--- config.mk ---
export PLATFORM = sky130hd
export DESIGN_NAME = fdhr_ctrl
export DESIGN_NICKNAME = d
export VERILOG_FILES = /design/src/hdl/frame_dedupe_hash_ring_macros.svh /design/src/hdl/fdhr_pkg.sv /design/src/hdl/fdhr_ctrl.sv
export SDC_FILE = /design/constraint.sdc
export NUM_CORES = 1
export LEC_CHECK = 0
export BUFFER_PORTS_ARGS = -buffer_cell sky130_fd_sc_hd__buf_4
export CORE_AREA = 2 2 39 41
export CTS_CLUSTER_DIAMETER = 40
export CTS_CLUSTER_SIZE = 14
export DETAILED_ROUTE_END_ITERATION = 10
export DIE_AREA = 0 0 41 43
export PLACE_DENSITY = 0.35
export SLEW_MARGIN = 0
export SYNTH_ARGS = -nofsm -noshare
export SYNTH_HDL_FRONTEND = slang
export SYNTH_SLANG_ARGS = --single-unit
--- constraint.sdc ---
create_clock -name clk_i -period 1.87 [get_ports clk_i]
set_clock_uncertainty 0.15 [all_clocks]
set_input_delay 0.374 -clock clk_i [delete_from_list [all_inputs] [get_ports clk_i]]
set_output_delay 0.374 -clock clk_i [all_outputs]
set_load 0.01 [all_outputs]
--- src/hdl/frame_dedupe_hash_ring_macros.svh ---
// Assertion macros for the frame_dedupe_hash_ring block.
// Depends on nothing; define ASSERT_OFF to compile the assertions out.
`ifndef FRAME_DEDUPE_HASH_RING_MACROS_SVH
`define FRAME_DEDUPE_HASH_RING_MACROS_SVH

`ifndef ASSERT_OFF
`define FDHR_ASSERT(lbl, clk, rstn, prop, msg) \
  lbl: assert property (@(posedge clk) disable iff (!rstn) prop) else $error(msg);
`define FDHR_ASSERT_NEVER(lbl, clk, rstn, expr, msg) \
  lbl: assert property (@(posedge clk) disable iff (!rstn) !(expr)) else $error(msg);
`else
`define FDHR_ASSERT(lbl, clk, rstn, prop, msg)
`define FDHR_ASSERT_NEVER(lbl, clk, rstn, expr, msg)
`endif

`endif

--- src/hdl/fdhr_pkg.sv ---
// Package for the frame_dedupe_hash_ring block: CRC-32 constants and step function,
// and the command and status structs between controller and datapath. No dependencies.
package fdhr_pkg;

  localparam logic [31:0] CRC_POLY = 32'hEDB8_8320;
  localparam logic [31:0] CRC_INIT = 32'hFFFF_FFFF;

  typedef struct packed {
    logic byte_en;
    logic frame_end;
    logic rd_en;
    logic take_hit;
    logic insert;
  } cmd_t;

  typedef struct packed {
    logic more;
    logic hit;
  } status_t;

  function automatic logic [31:0] crc_byte(input logic [31:0] crc, input logic [7:0] data);
    logic [31:0] c;
    c = crc ^ {24'h0, data};
    for (int b = 0; b < 8; b++) begin
      if (c[0]) begin
        c = (c >> 1) ^ CRC_POLY;
      end else begin
        c = c >> 1;
      end
    end
    return c;
  endfunction

endpackage

--- src/hdl/fdhr_ctrl.sv ---
// Controller of the frame_dedupe_hash_ring block: takes beats, runs the ring scan
// and decides hit or insert. Uses fdhr_pkg for the command and status structs.
module fdhr_ctrl (
  input  logic              clk_i,
  input  logic              rst_ni,
  input  logic              start_i,
  input  logic              last_byte_i,
  input  fdhr_pkg::status_t status_i,
  output fdhr_pkg::cmd_t    cmd_o,
  output logic              busy_o,
  output logic              done_o
);
  import fdhr_pkg::*;

  typedef enum logic {
    ST_IDLE,
    ST_SCAN
  } state_e;

  state_e state_q;
  logic   done_q;
  logic   accept;

  assign accept = start_i && (state_q == ST_IDLE);

  always_comb begin
    cmd_o           = '0;
    cmd_o.byte_en   = accept;
    cmd_o.frame_end = accept && last_byte_i;
    if (state_q == ST_SCAN) begin
      priority if (status_i.hit) begin
        cmd_o.take_hit = 1'b1;
      end else if (!status_i.more) begin
        cmd_o.insert = 1'b1;
      end else begin
        cmd_o.rd_en = 1'b1;
      end
    end
  end

  always_ff @(posedge clk_i or negedge rst_ni) begin
    if (!rst_ni) begin
      state_q <= ST_IDLE;
      done_q  <= 1'b0;
    end else begin
      done_q <= 1'b0;
      unique case (state_q)
        ST_IDLE: begin
          if (accept && last_byte_i) begin
            state_q <= ST_SCAN;
          end
        end
        ST_SCAN: begin
          if (status_i.hit || !status_i.more) begin
            done_q  <= 1'b1;
            state_q <= ST_IDLE;
          end
        end
        default: state_q <= ST_IDLE;
      endcase
    end
  end

  assign busy_o = (state_q == ST_SCAN);
  assign done_o = done_q;

endmodule

==> impl_table.tex <==
\begin{tabular}{lr}
\hline
Metric & Value \\
\hline
\multicolumn{2}{l}{\textbf{Clock tree}} \\
\quad Clock buffer count from CTS & 3 \\
\quad Number of clock sinks & 2 \\
\quad Clock tree from TritonCTS & done \\
\quad CTS Root Cell & sky130\_fd\_sc\_hd\_\_clkbuf\_4 \\
\quad H-tree levels & 1 \\
\quad Clk pin slew, worst setup/hold paths & 0.03 ns \\
\quad Clock Latency Late Sink & 0.22 ns \\
\quad \# Post-CTS Setup Buffers & 0 \\
\quad Number of buffers between clock root and the deepest sink & 2 \\
\multicolumn{2}{l}{\textbf{Yosys}} \\
\quad Library cells used by synthesis & 10 \\
\quad Average size of a mapped cell & 10.5 µm² \\
\quad Synthesized netlist net count & 17 \\
\quad Number of warnings reported in the yosys synthesis log & 0 \\
\quad Flip-flop and latch count after synthesis & 2 \\
\quad Cell count after synthesis & 11 \\
\quad Synthesized area & 115 µm² \\
\quad Part of the Yosys area used for sequential elements & 43.5\% \\
\multicolumn{2}{l}{\textbf{Detailed routing}} \\
\quad Initial detailed-routing violation count & 1 \\
\quad First-pass iteration count of the detailed router & 2 \\
\quad \# DRC & 0 \\
\quad Vias per Instance & 3.12 \\
\quad Routed WL per cell & 8.71 µm \\
\quad Number of vias after detailed routing & 131 \\
\quad Final WL & 366 µm \\
\quad Number of nets still failing antenna checks after routing & 0 \\
\multicolumn{2}{l}{\textbf{Pwr}} \\
\quad Leakage power total & 0.140 nW \\
\quad Power per cell area & 729 nW/µm² \\
\quad Part of the power in the clock network & 50.9\% \\
\quad Sw Ratio & 22.2\% \\
\quad Total design power & 0.182 mW \\
\quad Logic pwr share & 21.6\% \\
\quad Internal Power & 0.142 mW \\
\quad Maximum ir drop on the vdd rail & 168 µV \\
\quad Switching power & 0.0405 mW \\
\quad Sequential group share of total power & 27.5\% \\
\multicolumn{2}{l}{\textbf{Floorplanning}} \\
\quad Placeable core region & 1380 µm² \\
\quad Top Ports & 13 \\
\quad Die extent in x & 41 µm \\
\quad Vertical die dimension & 43 µm \\
\quad Overall die area & 1760 µm² \\
\quad Standard-cell rows & 14 \\
\quad Initial Utilization & 8.32\% \\
\multicolumn{2}{l}{\textbf{Setup path}} \\
\quad Required time of the critical path & 1.35 ns \\
\quad Maximum net fanout on the critical path & 6 \\
\quad Crit Path Category & reg2out \\
\quad Number of cells traversed by the worst register-to-register path & 2 \\
\quad Kind of end point of the critical path & output pin \\
\quad Worst R2R Setup Slack & 0.83 ns \\
\quad Critical path data arrival time & 1.04 ns \\
\quad Worst r2r src & busy\_o\$\_DFF\_PN0\_ \\
\quad Worst Setup Start Kind & flip-flop \\
\quad Endpoint of the worst-slack reg-to-reg timing path & busy\_o\$\_DFF\_PN0\_ \\
\multicolumn{2}{l}{\textbf{Placed design}} \\
\quad Final weighted congestion of routability-driven global placement & 0.545 \\
\quad Count of buffers inserted at the top-level ports & 12 \\
\quad Standard cell area after detailed placement & 218 µm² \\
\multicolumn{2}{l}{\textbf{Global route}} \\
\quad Number of global-route vias before repair & 137 \\
\quad Wire length of the first global-routing pass & 552 µm \\
\quad Overflow left after global routing & 0 \\
\quad Pin count of the biggest net entering global routing & 7 \\
\quad Combined global-route utilization of all metal layers & 5.42\% \\
\quad Number of antenna violations at the first check in global routing & 0 \\
\multicolumn{2}{l}{\textbf{Layout}} \\
\quad Antenna fix cells & 0 \\
\quad Net count, final & 34 \\
\quad Most frequent cells in the layout & sky130\_fd\_sc\_hd\_\_buf\_4, sky130\_fd\_sc\_hd\_\_clkbuf\_4, sky130\_fd\_sc\_hd\_\_dfrtp\_1 \\
\quad Util after Layout & 18.1\% \\
\quad P\&R area growth vs syn & 117\% \\
\quad Fraction of final layout cells sized beyond drive strength 1 & 65.4\% \\
\quad Most common library cell in the layout ignoring fill and taps & sky130\_fd\_sc\_hd\_\_buf\_4 \\
\quad Final cell area excluding filler cells & 250 µm² \\
\multicolumn{2}{l}{\textbf{Worst hold path}} \\
\quad HP Class & in2reg \\
\quad Hold-critical path endpoint & done\_o\$\_DFF\_PN0\_ \\
\quad Hold Path Stages & 2 \\
\quad Worst Hold Launch & status\_i[1] \\
\multicolumn{2}{l}{\textbf{Timing}} \\
\quad Fin crit period & 1.57 ns \\
\quad Final number of hold-violating endpoints & 0 \\
\quad Worst slew slack as a fraction of its limit & 88.3\% \\
\quad Setup TNS Final & 0 ns \\
\quad Final setup violation count & 0 \\
\quad Worst hold margin & 0.196 ns \\
\quad Max Clk Rate & 639 MHz \\
\quad Max-slew violation count & 0 \\
\quad Slew at the pin closest to its max-slew limit & 0.175 ns \\
\quad RSZ-0062 raised after global routing & no \\
\quad Final critical-path share of the clock period & 83.7\% \\
\multicolumn{2}{l}{\textbf{Run}} \\
\quad Max capacitance violation total & 0 \\
\multicolumn{2}{l}{\textbf{Run status}} \\
\quad Result of the run & completed \\
\hline
\end{tabular}
[worst max-delay path by stage]
stage                           from       end  slack (ns)  cells past startpoint
floorplan           busy_o$_DFF_PN0_  cmd_o[0]        0.58                      1
global placement             start_i  cmd_o[3]        0.43                      4
detailed placement           start_i  cmd_o[3]        0.43                      4
CTS                 busy_o$_DFF_PN0_  cmd_o[3]        0.28                      3
global route        busy_o$_DFF_PN0_  cmd_o[3]        0.22                      3
finish              busy_o$_DFF_PN0_  cmd_o[3]        0.30                      3
[per-layer routing]
metal	vias to the layer above	global-route usage, %	part of all wire, %
li1	65	-	-
met1	53	6.41	49
met2	13	5.00	31
met3	0	4.71	19
met4	0	6.00	0
met5	-	0	0
[timing repair]
item                      4_1_cts  5_1_grt
gates resized for setup         0        0
hold endpoints to repair        2        0
hold buffers                    1        0
[layout make-up]
type                            count  area [µm²]
Sequential cell                     2        50.0
Inverter                            1        3.75
Fill cell                         159        1130
Timing Repair Buffer               13         100
Clock buffer                        3        22.5
Tap cell                           16        20.0
Multi-Input combinational cell      7        53.8
[power groups by stage]
| stage | registers [mW] | clock network (mW) | logic [mW] |
|---|---|---|---|
| after global placement | 0.0503 | 0 | 0.0376 |
| after global routing | 0.0508 | 0.0994 | 0.0437 |
| after detailed placement | 0.0509 | 0 | 0.0383 |
| after floorplan | 0.0516 | 0 | 0.0142 |
| final | 0.0502 | 0.0928 | 0.0395 |
| after CTS | 0.0504 | 0.0991 | 0.0401 |
[logic make-up after synthesis]
family | Yosys count | share of synthesized area [%]
simple gates | 5 | 33.7
flops | 2 | 43.5
compound gates | 2 | 13.0
buf+inv | 2 | 9.78
[registers in the layout (all words and copies together) (netlist names)]
register / flops
done_o: 1
busy_o: 1
[critical path, stage by stage, from the launching register on]
cell and delay [ns]:
sky130_fd_sc_hd__dfrtp_1 0.42, sky130_fd_sc_hd__nor2b_2 0.16, sky130_fd_sc_hd__and2_1 0.13, sky130_fd_sc_hd__buf_4 0.11
[per-stage QoR]
step | std cells | setup WS, ns
finish | 42 | 0.304
global route | 42 | 0.224
CTS | 42 | 0.276
detailed placement | 38 | 0.426
global placement | 38 | 0.429
floorplan | 11 | 0.575
[cell usage after synthesis]
master	count	area, µm²
sky130_fd_sc_hd__a21o_1	1	7.51
sky130_fd_sc_hd__and3b_1	1	8.76
sky130_fd_sc_hd__and2_1	1	6.26
sky130_fd_sc_hd__nor3b_1	1	7.51
sky130_fd_sc_hd__a21boi_1	1	7.51
sky130_fd_sc_hd__dfrtp_1	2	50.1
sky130_fd_sc_hd__nor2b_2	1	8.76
sky130_fd_sc_hd__inv_1	1	3.75
sky130_fd_sc_hd__buf_4	1	7.51
sky130_fd_sc_hd__and2_2	1	7.51
Power figures use the tool's default switching activity.
